===== config.mk =====
export PLATFORM = sky130hd
export DESIGN_NAME = multi_voice_audio_mixer
export DESIGN_NICKNAME = d
export VERILOG_FILES = /design/src/sv/mvam_pkg.sv /design/src/sv/multi_voice_audio_mixer.sv /design/src/sv/mvam_voices.sv /design/src/sv/mvam_mix.sv /design/src/sv/mvam_out.sv
export SDC_FILE = /design/constraint.sdc
export NUM_CORES = 1
export LEC_CHECK = 0
export ABC_AREA = 0
export BUFFER_PORTS_ARGS = -buffer_cell sky130_fd_sc_hd__buf_4
export CORE_MARGIN = 4
export CORE_UTILIZATION = 29
export CTS_CLUSTER_SIZE = 24
export DETAILED_ROUTE_END_ITERATION = 10
export PLACE_DENSITY = 0.46
export SYNTH_ARGS = -nofsm -noshare
export SYNTH_HDL_FRONTEND = slang
export SYNTH_SLANG_ARGS = --single-unit

===== constraint.sdc =====
create_clock -name aclk -period 5.3 [get_ports aclk]
set_input_delay 0.265 -clock aclk [delete_from_list [all_inputs] [get_ports aclk]]
set_output_delay 0.265 -clock aclk [all_outputs]
set_load 0.02 [all_outputs]

===== src/sv/mvam_pkg.sv =====
// shared types, constants and codes for the multi-voice audio mixer
// no dependencies; imported by every module of the block
`default_nettype none

package mvam_pkg;

    // parameter defaults
    localparam int VOICES_DEF       = 8;
    localparam int BUFFER_BYTES_DEF = 16384;
    localparam int LENGTH_BITS_DEF  = 24;

    // field widths
    localparam int OP_W      = 2;
    localparam int VIDX_IN_W = 3;
    localparam int LEN_IN_W  = 24;
    localparam int SAMPLE_W  = 16;
    localparam int KIND_W    = 2;
    localparam int SLOT_W    = 3;
    localparam int ACC_W     = 20;

    localparam int S_TDATA_W = 48;
    localparam int M_TDATA_W = 24;

    // accumulator and clamp limits
    localparam int ACC_MAX = (1 << (ACC_W - 1)) - 1;
    localparam int ACC_MIN = -(1 << (ACC_W - 1));
    localparam int MID_8   = 128;
    localparam int MAX_8   = 255;
    localparam int MAX_16  = 32767;
    localparam int MIN_16  = -32768;

    // operation codes
    localparam logic [OP_W-1:0] OP_START  = 2'd0;
    localparam logic [OP_W-1:0] OP_STOP   = 2'd1;
    localparam logic [OP_W-1:0] OP_SAMPLE = 2'd2;

    // result kinds
    localparam logic [KIND_W-1:0] KIND_SLOT    = 2'd0;
    localparam logic [KIND_W-1:0] KIND_NO_SLOT = 2'd1;
    localparam logic [KIND_W-1:0] KIND_MIX     = 2'd2;

    typedef struct packed {
        logic [OP_W-1:0]      operation;
        logic [VIDX_IN_W-1:0] voice_index;
        logic [LEN_IN_W-1:0]  sample_length;
        logic                 loop_flag;
        logic [SAMPLE_W-1:0]  sample_value;
        logic                 frame_last;
    } item_t;

    typedef struct packed {
        logic [KIND_W-1:0]   result_kind;
        logic [SLOT_W-1:0]   slot;
        logic [SAMPLE_W-1:0] mixed_sample;
        logic                buffer_end;
    } result_t;

    // voice table to mixer: addressed voice in range for each mode
    typedef struct packed {
        logic hit8;
        logic hit16;
    } voice_look_t;

    // voice table to top: outcome of a start word
    typedef struct packed {
        logic              found;
        logic [SLOT_W-1:0] slot;
    } start_t;

    // mixer to top and voice table
    typedef struct packed {
        logic                frame_done;
        logic                buffer_end;
        logic [SAMPLE_W-1:0] mixed_sample;
    } mix_res_t;

endpackage

`default_nettype wire


===== src/sv/multi_voice_audio_mixer.sv =====
// a result word passes through the input register and then the result register before it appears on m_
// throughput: one input word per cycle; the input register passes on whenever the
// result register is empty or being taken, or the word makes no result
// reset (aresetn low, synchronous): all slots free, accumulator and frame position
// cleared, 8-bit mode; slot length tables keep their contents
// top level of the multi-voice audio mixer; uses mvam_pkg, mvam_voices, mvam_mix, mvam_out
`default_nettype none

module multi_voice_audio_mixer #(
    parameter int VOICES       = mvam_pkg::VOICES_DEF,
    parameter int BUFFER_BYTES = mvam_pkg::BUFFER_BYTES_DEF,
    parameter int LENGTH_BITS  = mvam_pkg::LENGTH_BITS_DEF
) (
    input  wire logic                          aclk,
    input  wire logic                          aresetn,
    // configuration: sample_mode
    input  wire logic                          cfg_wr_en,
    input  wire logic                          cfg_wr_data,
    // input words
    input  wire logic                          s_tvalid,
    output logic                               s_tready,
    // voice_index, sample_length, loop_flag, sample_value
    input  wire logic [mvam_pkg::S_TDATA_W-1:0] s_tdata,
    // operation
    input  wire logic [mvam_pkg::OP_W-1:0]     s_tuser,
    // frame_last
    input  wire logic                          s_tlast,
    // result words
    output logic                               m_tvalid,
    input  wire logic                          m_tready,
    // slot, mixed_sample
    output logic [mvam_pkg::M_TDATA_W-1:0]     m_tdata,
    // result_kind
    output logic [mvam_pkg::KIND_W-1:0]        m_tuser,
    // buffer_end
    output logic                               m_tlast
);
    import mvam_pkg::*;

    localparam int POS_W = $clog2(BUFFER_BYTES);

    logic        in_valid_reg, in_valid_next;
    item_t       item_reg;
    item_t       item_in;
    logic        has_result, adv, accept;
    voice_look_t look;
    start_t      start;
    mix_res_t    mix_res;
    logic [POS_W-1:0] frame_pos;
    result_t     res;

    assign item_in.operation     = s_tuser;
    assign item_in.voice_index   = s_tdata[2:0];
    assign item_in.sample_length = s_tdata[26:3];
    assign item_in.loop_flag     = s_tdata[27];
    assign item_in.sample_value  = s_tdata[43:28];
    assign item_in.frame_last    = s_tlast;

    assign has_result = (item_reg.operation == OP_START) ||
                        ((item_reg.operation == OP_SAMPLE) && item_reg.frame_last);
    assign adv        = in_valid_reg && (!has_result || !m_tvalid || m_tready);
    assign s_tready   = !in_valid_reg || adv;
    assign accept     = s_tvalid && s_tready;

    always_comb begin
        in_valid_next = in_valid_reg;
        if (accept) begin
            in_valid_next = 1'b1;
        end else if (adv) begin
            in_valid_next = 1'b0;
        end
    end

    always_ff @(posedge aclk) begin
        if (!aresetn) begin
            in_valid_reg <= 1'b0;
        end else begin
            in_valid_reg <= in_valid_next;
        end
    end

    always_ff @(posedge aclk) begin
        if (accept) begin
            item_reg <= item_in;
        end
    end

    mvam_voices #(
        .VOICES       (VOICES),
        .BUFFER_BYTES (BUFFER_BYTES),
        .LENGTH_BITS  (LENGTH_BITS),
        .POS_W        (POS_W)
    ) u_voices (
        .aclk      (aclk),
        .aresetn   (aresetn),
        .fire      (adv),
        .item      (item_reg),
        .frame_pos (frame_pos),
        .advance   (mix_res.buffer_end),
        .look      (look),
        .start     (start)
    );

    mvam_mix #(
        .BUFFER_BYTES (BUFFER_BYTES),
        .POS_W        (POS_W)
    ) u_mix (
        .aclk        (aclk),
        .aresetn     (aresetn),
        .cfg_wr_en   (cfg_wr_en),
        .cfg_wr_data (cfg_wr_data),
        .fire        (adv),
        .item        (item_reg),
        .look        (look),
        .frame_pos   (frame_pos),
        .res         (mix_res)
    );

    always_comb begin
        res = '0;
        if (item_reg.operation == OP_START) begin
            if (start.found) begin
                res.result_kind = KIND_SLOT;
                res.slot        = start.slot;
            end else begin
                res.result_kind = KIND_NO_SLOT;
            end
        end else begin
            res.result_kind  = KIND_MIX;
            res.mixed_sample = mix_res.mixed_sample;
            res.buffer_end   = mix_res.buffer_end;
        end
    end

    mvam_out u_out (
        .aclk     (aclk),
        .aresetn  (aresetn),
        .load     (adv && has_result),
        .res      (res),
        .m_tvalid (m_tvalid),
        .m_tready (m_tready),
        .m_tdata  (m_tdata),
        .m_tuser  (m_tuser),
        .m_tlast  (m_tlast)
    );

endmodule

`default_nettype wire


===== src/sv/mvam_voices.sv =====
// voice slot table: active, looping, length and remaining bytes per slot
// free-slot search, stop, range lookup and per-buffer advance; uses mvam_pkg
`default_nettype none

module mvam_voices #(
    parameter int VOICES       = mvam_pkg::VOICES_DEF,
    parameter int BUFFER_BYTES = mvam_pkg::BUFFER_BYTES_DEF,
    parameter int LENGTH_BITS  = mvam_pkg::LENGTH_BITS_DEF,
    parameter int POS_W        = $clog2(mvam_pkg::BUFFER_BYTES_DEF)
) (
    input  wire logic                  aclk,
    input  wire logic                  aresetn,
    input  wire logic                  fire,
    input  wire mvam_pkg::item_t       item,
    input  wire logic [POS_W-1:0]      frame_pos,
    input  wire logic                  advance,
    output mvam_pkg::voice_look_t      look,
    output mvam_pkg::start_t           start
);
    import mvam_pkg::*;

    localparam int VIDX_W = (VOICES > 1) ? $clog2(VOICES) : 1;
    localparam int BUF_W  = $clog2(BUFFER_BYTES + 1);
    localparam int CMP_W  = ((LENGTH_BITS > BUF_W) ? LENGTH_BITS : BUF_W) + 1;

    logic [VOICES-1:0]      active_reg, active_next;
    logic [VOICES-1:0]      looping_reg, looping_next;
    logic [LENGTH_BITS-1:0] length_reg [VOICES];
    logic [LENGTH_BITS-1:0] length_next [VOICES];
    logic [LENGTH_BITS-1:0] remaining_reg [VOICES];
    logic [LENGTH_BITS-1:0] remaining_next [VOICES];

    logic                   free_found;
    logic [VIDX_W-1:0]      free_idx;
    logic                   vi_ok;
    logic [VIDX_W-1:0]      vi_idx;
    logic [LENGTH_BITS-1:0] len_in;
    logic [LENGTH_BITS-1:0] rem_sel;

    // lowest free slot
    always_comb begin
        free_found = 1'b0;
        free_idx   = '0;
        for (int k = VOICES - 1; k >= 0; k--) begin
            if (!active_reg[k]) begin
                free_found = 1'b1;
                free_idx   = VIDX_W'(k);
            end
        end
    end

    assign start.found = free_found;
    assign start.slot  = SLOT_W'(free_idx);

    assign vi_ok   = 32'(item.voice_index) < 32'(VOICES);
    assign vi_idx  = VIDX_W'(item.voice_index);
    assign len_in  = LENGTH_BITS'(item.sample_length);
    assign rem_sel = remaining_reg[vi_idx];

    assign look.hit8  = vi_ok && active_reg[vi_idx] &&
                        (CMP_W'(frame_pos) < CMP_W'(rem_sel));
    assign look.hit16 = vi_ok && active_reg[vi_idx] &&
                        (CMP_W'(frame_pos) < CMP_W'(rem_sel >> 1));

    always_comb begin
        active_next    = active_reg;
        looping_next   = looping_reg;
        length_next    = length_reg;
        remaining_next = remaining_reg;
        if (fire) begin
            unique case (item.operation)
                OP_START: begin
                    if (free_found) begin
                        active_next[free_idx]    = 1'b1;
                        looping_next[free_idx]   = item.loop_flag;
                        length_next[free_idx]    = len_in;
                        remaining_next[free_idx] = len_in;
                    end
                end
                OP_STOP: begin
                    if (vi_ok) begin
                        active_next[vi_idx]  = 1'b0;
                        looping_next[vi_idx] = 1'b0;
                    end
                end
                default: ;
            endcase
            if (advance) begin
                for (int k = 0; k < VOICES; k++) begin
                    if (active_reg[k]) begin
                        if (CMP_W'(remaining_reg[k]) <= CMP_W'(BUFFER_BYTES)) begin
                            if (looping_reg[k]) begin
                                remaining_next[k] = length_reg[k];
                            end else begin
                                active_next[k] = 1'b0;
                            end
                        end else begin
                            remaining_next[k] = LENGTH_BITS'(CMP_W'(remaining_reg[k])
                                                - CMP_W'(BUFFER_BYTES));
                        end
                    end
                end
            end
        end
    end

    always_ff @(posedge aclk) begin
        if (!aresetn) begin
            active_reg  <= '0;
            looping_reg <= '0;
        end else begin
            active_reg  <= active_next;
            looping_reg <= looping_next;
        end
    end

    always_ff @(posedge aclk) begin
        length_reg    <= length_next;
        remaining_reg <= remaining_next;
    end

endmodule

`default_nettype wire


===== src/sv/mvam_mix.sv =====
// mix accumulator, frame position counter and sample mode register
// saturating add per word and output clamp at frame end; uses mvam_pkg
`default_nettype none

module mvam_mix #(
    parameter int BUFFER_BYTES = mvam_pkg::BUFFER_BYTES_DEF,
    parameter int POS_W        = $clog2(mvam_pkg::BUFFER_BYTES_DEF)
) (
    input  wire logic                  aclk,
    input  wire logic                  aresetn,
    input  wire logic                  cfg_wr_en,
    input  wire logic                  cfg_wr_data,
    input  wire logic                  fire,
    input  wire mvam_pkg::item_t       item,
    input  wire mvam_pkg::voice_look_t look,
    output logic [POS_W-1:0]           frame_pos,
    output mvam_pkg::mix_res_t         res
);
    import mvam_pkg::*;

    localparam int LIMIT_8  = BUFFER_BYTES;
    localparam int LIMIT_16 = BUFFER_BYTES / 2;

    logic                    mode_reg;
    logic signed [ACC_W-1:0] acc_reg, acc_next;
    logic [POS_W-1:0]        pos_reg, pos_next;

    logic signed [9:0]          s8;
    logic signed [SAMPLE_W-1:0] s16;
    logic signed [ACC_W:0]      sum8, sum16, out8;
    logic signed [ACC_W-1:0]    sat8, sat16, acc_add;
    logic                       is_sample, hit, wrap;
    logic [POS_W:0]             pos_inc, limit;
    logic [SAMPLE_W-1:0]        mixed;

    assign is_sample = item.operation == OP_SAMPLE;
    assign hit       = is_sample && (mode_reg ? look.hit16 : look.hit8);

    assign s8    = $signed({2'b00, item.sample_value[7:0]}) - 10'(MID_8);
    assign s16   = $signed(item.sample_value);
    assign sum8  = (ACC_W+1)'(acc_reg) + (ACC_W+1)'(s8);
    assign sum16 = (ACC_W+1)'(acc_reg) + (ACC_W+1)'(s16);

    always_comb begin
        if (sum8 > ACC_MAX) begin
            sat8 = ACC_W'(ACC_MAX);
        end else if (sum8 < ACC_MIN) begin
            sat8 = ACC_W'(ACC_MIN);
        end else begin
            sat8 = ACC_W'(sum8);
        end
        if (sum16 > MAX_16) begin
            sat16 = ACC_W'(MAX_16);
        end else if (sum16 < MIN_16) begin
            sat16 = ACC_W'(MIN_16);
        end else begin
            sat16 = ACC_W'(sum16);
        end
    end

    assign acc_add = hit ? (mode_reg ? sat16 : sat8) : acc_reg;
    assign out8    = (ACC_W+1)'(acc_add) + (ACC_W+1)'(MID_8);

    always_comb begin
        if (mode_reg) begin
            if (acc_add > MAX_16) begin
                mixed = SAMPLE_W'(MAX_16);
            end else if (acc_add < MIN_16) begin
                mixed = SAMPLE_W'(MIN_16);
            end else begin
                mixed = SAMPLE_W'(acc_add);
            end
        end else begin
            if (out8 > MAX_8) begin
                mixed = SAMPLE_W'(MAX_8);
            end else if (out8 < 0) begin
                mixed = '0;
            end else begin
                mixed = SAMPLE_W'(out8);
            end
        end
    end

    assign pos_inc = (POS_W+1)'(pos_reg) + 1'b1;
    assign limit   = mode_reg ? (POS_W+1)'(LIMIT_16) : (POS_W+1)'(LIMIT_8);
    assign wrap    = pos_inc >= limit;

    assign res.frame_done   = fire && is_sample && item.frame_last;
    assign res.buffer_end   = res.frame_done && wrap;
    assign res.mixed_sample = mixed;
    assign frame_pos        = pos_reg;

    always_comb begin
        acc_next = acc_reg;
        pos_next = pos_reg;
        if (fire && is_sample) begin
            if (item.frame_last) begin
                acc_next = '0;
                pos_next = wrap ? '0 : pos_inc[POS_W-1:0];
            end else begin
                acc_next = acc_add;
            end
        end
    end

    always_ff @(posedge aclk) begin
        if (!aresetn) begin
            mode_reg <= 1'b0;
            acc_reg  <= '0;
            pos_reg  <= '0;
        end else begin
            if (cfg_wr_en) begin
                mode_reg <= cfg_wr_data;
            end
            acc_reg <= acc_next;
            pos_reg <= pos_next;
        end
    end

endmodule

`default_nettype wire


===== src/sv/mvam_out.sv =====
// result register on the master side of the mixer
// holds one result word until taken; uses mvam_pkg
`default_nettype none

module mvam_out (
    input  wire logic                       aclk,
    input  wire logic                       aresetn,
    input  wire logic                       load,
    input  wire mvam_pkg::result_t          res,
    output logic                            m_tvalid,
    input  wire logic                       m_tready,
    output logic [mvam_pkg::M_TDATA_W-1:0]  m_tdata,
    output logic [mvam_pkg::KIND_W-1:0]     m_tuser,
    output logic                            m_tlast
);
    import mvam_pkg::*;

    localparam int PAD_W = M_TDATA_W - SLOT_W - SAMPLE_W;

    logic    valid_reg, valid_next;
    result_t res_reg;

    always_comb begin
        valid_next = valid_reg;
        if (load) begin
            valid_next = 1'b1;
        end else if (m_tready) begin
            valid_next = 1'b0;
        end
    end

    always_ff @(posedge aclk) begin
        if (!aresetn) begin
            valid_reg <= 1'b0;
        end else begin
            valid_reg <= valid_next;
        end
    end

    always_ff @(posedge aclk) begin
        if (load) begin
            res_reg <= res;
        end
    end

    assign m_tvalid = valid_reg;
    assign m_tdata  = {{PAD_W{1'b0}}, res_reg.mixed_sample, res_reg.slot};
    assign m_tuser  = res_reg.result_kind;
    assign m_tlast  = res_reg.buffer_end;

endmodule

`default_nettype wire


# == Word level (Yosys, flattened, before mapping) ==
# Cells that the tools add are included.
# Widths: inputs -> output; s select.
# totals
reg_bits,506
romBits,0
latchBits,0
mem_bits_rw,0
out_inout_bits,29
inputBits,57
n_memories,0
elab_cells,215
# op_classes
n_mux,106
bitwise_logic,6
addsub,13
n_shift,0
div_mod_pow,0
mul,0
n_reduce_logical,28
n_eq_ne,3
magnitude_cmp,26
# op_table
cell,n
$mux 24,27
$mux 192,3
$bwmux 192,2
$le 24x15->1 const B,8
$sub 24x15->24 const B,8
$mux 20,7
$mux 16,5
$bmux 24 s3,1
$demux 24 s3,1
$mux 1,41
$pmux 8 s2,2
$lt 14x24->1,1
$mux 3,8
$mux 8,3
$lt 14x23->1,1
$add 20x16->21,1
$add 20x9->21,1
$add 20x9->21 const B,1
$gt 21x16->1 const B,1
$gt 21x20->1 const B,1
$gt 21x9->1 const B,1
$lt 21x1->1 const B,1
$lt 21x16->1 const B,1
$lt 21x20->1 const B,1
other kinds (28),55

# == Depth between registers and ports, before layout ==
# logic_depth
depth_word,20
depth_mapped,28
depth_no_buf,21

# == Cells and area by module ==
# A second synthesis with hierarchy kept.
# unflattened
hier_cells,2655
hier_area_um2,29121.7
# by_module_without_submodules
module,cells_each,n_inst,seq_area_each_um2,area_per_inst_um2
mvam_voices,1824,1,11851.4,21399.3
mvam_mix,717,1,700.7,5298.8
multi_voice_audio_mixer,83,1,1431.4,1680.4
mvam_out,31,1,680.7,743.2

# == Worst setup path before layout ==
# No wires, ideal clock.
# synth_timing
path_kind,register -> register
from,reg item_reg[44] (netlist bit)
to,"reg u_out.res_reg, in the netlist u_out.m_tdata[10], data pin"
path_stages_with_launch,24
setup_time_ns,0.263
required_ns,5.037
path_buffers,6
slack_ns,-0.486
arrival_ns,5.523
path_cell_list,edfxtp_1 buf_2 buf_4 clkbuf_1 clkbuf_1 buf_1 mux2i_1 o211ai_1 a222oi_1 ha_1 nand2_1 nor2_1 a211oi_1 o211ai_1 o2111a_1 or2_1 buf_6 o41ai_2 nand2_1 or3_1 or4_4 and3_1 nor4_1 a21oi_1
# synth_between
elab_chain_len,14
word_cells_on_any_way,23
# synth_lines
item,line_no,text
"start, declared",multi_voice_audio_mixer.sv:43,item_t item_reg;
"start signal, assigned",multi_voice_audio_mixer.sv:84,item_reg <= item_in;
$not 3->4 (not written as such),mvam_voices.sv:58,assign rem_sel = remaining_reg[vi_idx];
$bmux 24 s3,mvam_voices.sv:58,
$mux 24 (not written as such) (2 in series),mvam_voices.sv:58,
$lt 14x24->1 / $lt 14x23->1 (equally long branches),"mvam_voices.sv:61, mvam_voices.sv:63",
$logic_and 1x1->1 (on tied branches),"mvam_voices.sv:60, mvam_voices.sv:62",
$mux 1 *,mvam_mix.sv:37,assign hit = is_sample && (mode_reg ? look.hit16 : look.hit8);
$logic_and 1x1->1 *,mvam_mix.sv:37,
$mux 20 *,mvam_mix.sv:61,assign acc_add = hit ? (mode_reg ? sat16 : sat8) : acc_reg;
$add 20x9->21,mvam_mix.sv:62,assign out8 = (ACC_W+1)'(acc_add) + (ACC_W+1)'(MID_8);
$lt 21x1->1,mvam_mix.sv:76,end else if (out8 < 0) begin
$mux 16,mvam_mix.sv:76,
$mux 16,mvam_mix.sv:74,if (out8 > MAX_8) begin
$mux 16 *,mvam_mix.sv:65,if (mode_reg) begin
"end signal, assigned",mvam_out.sv:42,res_reg <= res;
"end, declared",mvam_out.sv:21,result_t res_reg;
# Every way passes the cells marked *; elsewhere a longest branch is shown, timed or not. The select of a mux whose other input is x is not followed.
# A chain may end at the register's enable or synchronous reset.

# == Worst setup path after layout ==
# layout_timing
from,reg item_reg[44] (netlist bit)
to,"reg u_out.res_reg, in the netlist u_out.m_tdata[7], data pin"
# Same word-level chain as after synthesis.

==> metrics.md <==
| Metric | Value |
|---|---|
| Endpoints failing hold | 0 |
| Worst slew pin tran | 1.32 ns |
| Top-Level Pins | 86 |
| Vias in the first global route | 22.3k |
| Sink Count | 506 |
| Remaining Overflow, GRT | 0 |
| Critical R2R Capture | u_out.m_tdata[7] |
| Initial antenna violation count | 1 |
| RSZ-0062 raised after global routing | yes |
| Fin crit share | 103% |
| Total power | 9.84 mW |
| Register-to-Register Setup Slack | -0.15 ns |
| Failing checks | setup timing |
| Outcome | complete, but fails checks |
| DR WL/cell | 23.7 µm |
| Die W | 318 µm |
| Final setup fails | 8 |
| Cells after synthesis | 2674 |
| Slew margin rel. | 11.8% |
| Worst Path Required | 5.65 ns |
| Die Y | 318 µm |
| CP Max Fanout | 8 |
| Fraction of layout cells with a size suffix above 1 | 16.2% |
| Final core utilization | 35.5% |
| Max rail drop VDD | 0.260 mV |
| Post-synth EDFFs | 453 |
| Htree depth | 3 |
| Slowest CP cell | a222oi_1 |
| Iter 0 DRT Violations | 2036 |
| Worst r2r src | item_reg[44] |
| Worst-case reg-to-reg path depth | 23 |
| Top FF cell, synth | edfxtp_1 |
| Slowest cell delay on critical path | 0.53 ns |
| Dominant cells by area after synthesis | edfxtp_1 (49%), nand2_1 (5.2%), mux2i_1 (4.3%) |
| Crit Path Class | register to register |
| WHS Path Cells | 2 |
| Post-Synthesis Cell Area | 27900 µm² |
| Most frequent cells in the layout | edfxtp_1 (453), nand2_1 (386), buf_4 (255) |
| Sequential area share after synthesis | 52.5% |
| Avg Synthesized Cell Area | 10.4 µm² |
| Crit. Startpoint | item_reg[44] |
| Worst-path clk slew | 0.06 ns |
| Setup ws final | -0.147 ns |
| HPWL after detailed placement | 70.2 mm |
| Total track usage | 19.0% |
| Hold Path Origin | aresetn |
| Global-route wire length before repair | 148 mm |
| Post-synth top area share | 48.7% |
| Pre-antenna DRT Iters | 5 |
| Critical path endpoint category | register |
| Worst hold slack | 0.183 ns |
| TNS Setup | -1.06 ns |
| Synth warn | 0 |
| Vias | 22.9k |
| Final wirelength | 99.6 mm |
| Yosys cell types | 98 |
| CTS buffer count | 67 |
| Antenna diodes | 0 |
| Clock Tree Root | clkbuf_16 |
| Cell accounting for the most synthesized area | edfxtp_1 |
| Total Nets Final | 3033 |
| # DRC | 0 |
| IO buf count | 76 |
| Final min period | 5.45 ns |
| Min-Delay Path Class | input port to register |
| DIE AREA | 101000 µm² |
| CORE AREA | 95300 µm² |
| # Max-Cap Violations | 0 |
| Routed vias/inst | 5.44 |
| Cell mode on critical path | buf_4 |
| Cells along the critical path | buf_6, buf_8, mux2i_1, o211ai_1, a222oi_1, buf_4, ha_1, a21o_1, a211oi_1, o31ai_1, o2111a_2, or2_4, buf_4, buf_4, a221oi_4, inv_1, ha_2, nand4_1, buf_4, o211a_1, nor3_2, o31ai_4, o211ai_1 |
| Largest net degree at the start of global routing | 54 |
| Fin Clk Skew | 0.0183 ns |
| Worst Hold End | u_mix.frame_pos[4] |
| Startpoint Class | register |
| GPL Wtd Cong | 0.917 |
| Fmax achieved | 184 MHz |
| Area added between synthesis and finish | 21.3% |
| Pwr dens | 291 nW/µm² |
| Async SR Flop Fraction | 0% |
| Final Max Tran Viols | 0 |
| CTS tree | yes |
| P_leak | 11.9 nW |
| Std-Cell Rows | 113 |
| CP arrival | 5.80 ns |
| Final ANT Viol Nets | 0 |
| CTS Buffer Depth | 3 |
| Worst-Skew Late Latency | 0.63 ns |
| Initial Util | 29.3% |
| Register bit count reported by yosys | 506 |
| Commonest non-fill, non-tap cell in the layout | edfxtp_1 |
[cells by family (layout without fill, tap and decap cells)]
family	after synthesis	after routing	share of synthesized area, %
DFF	506	506	52.5
other	1	5	0.0134
adders and majority gates	81	81	3.66
buffers and inverters	212	479	3.10
xor gates and xnor gates	84	84	2.64
muxes	139	139	5.32
AOI/OAI and AO/OA	681	681	16.3
and+or+nand+nor	970	970	16.4
[power breakdown]
part | internal, mW | switching, mW | total, mW
logic | 0.312 | 0.421 | 0.734
registers | 4.46 | 0.166 | 4.62
clock network | 2.66 | 1.83 | 4.48
total | 7.42 | 2.41 | 9.84
[worst max-delay path: cells and delay by family (launching register included)]
kind	cells	cell delay, ns
adder cells (fa/ha/maj)	2	0.43
flip-flops	1	0.43
AND/OR/NAND/NOR	3	0.56
multiplexers	1	0.23
AO/OA/AOI/OAI	10	2.39
buffers and inverters	7	1.12
[metal layers]
metal / routed length (µm) / global-route usage, %
met1: 45000 / 26.3
met2: 46400 / 30.8
met3: 5320 / 2.75
met4: 2880 / 5.64
met5: 0 / 0
[Yosys cell counts (all sizes together) (38+ instances only)]
cell / instances
a21oi: 92
mux2i: 120
clkbuf: 119
xor2: 43
nor4: 51
nand3: 66
xnor2: 41
ha: 80
inv: 41
nor2b: 38
nor3: 52
o22ai: 53
buf: 50
a22oi: 51
nor2: 196
and2: 47
edfxtp: 453
o21ai: 212
nand2: 390
dfxtp: 53
[final cells by class]
type                    count  area (µm²)
well taps                1265        1580
clock buffers              81        1790
inverters                  43         163
flip-flops and latches    506       14700
repair buffers            317        2550
fillers                  9518       61400
clock inverters            38         350
multi-input cells        1960       12800
[per-stage QoR]
stage                     std cells  instance area, µm²  worst slack (ns)
after floorplan                2678               28000            0.0178
after global placement         4026               30800            -0.339
after detailed placement       4026               30800            -0.465
after CTS                      4202               33700           -0.0496
after global routing           4210               33900            -0.316
final                          4210               33900            -0.147
[timing repair]
action | 4_1_cts | 5_1_grt
cloned | 0 | 1
pin swaps | 17 | 24
gates resized for setup | 32 | 36
endpoints found under the setup margin | 8 | 30
setup buffers | 7 | 7
hold endpoints to repair | 49 | 0
hold buffers | 50 | 0
[how the worst max path moves through the flow]
stage	slack, ns	endpoint
2_1_floorplan	0.02	u_out.m_tdata[4]
3_3_place_gp	-0.34	u_out.m_tdata[7]
3_5_place_dp	-0.46	u_out.m_tdata[7]
4_1_cts	-0.05	u_out.m_tdata[7]
5_1_grt	-0.32	u_out.m_tdata[7]
6_report	-0.15	u_out.m_tdata[7]
(Power assumes the default switching activity.)
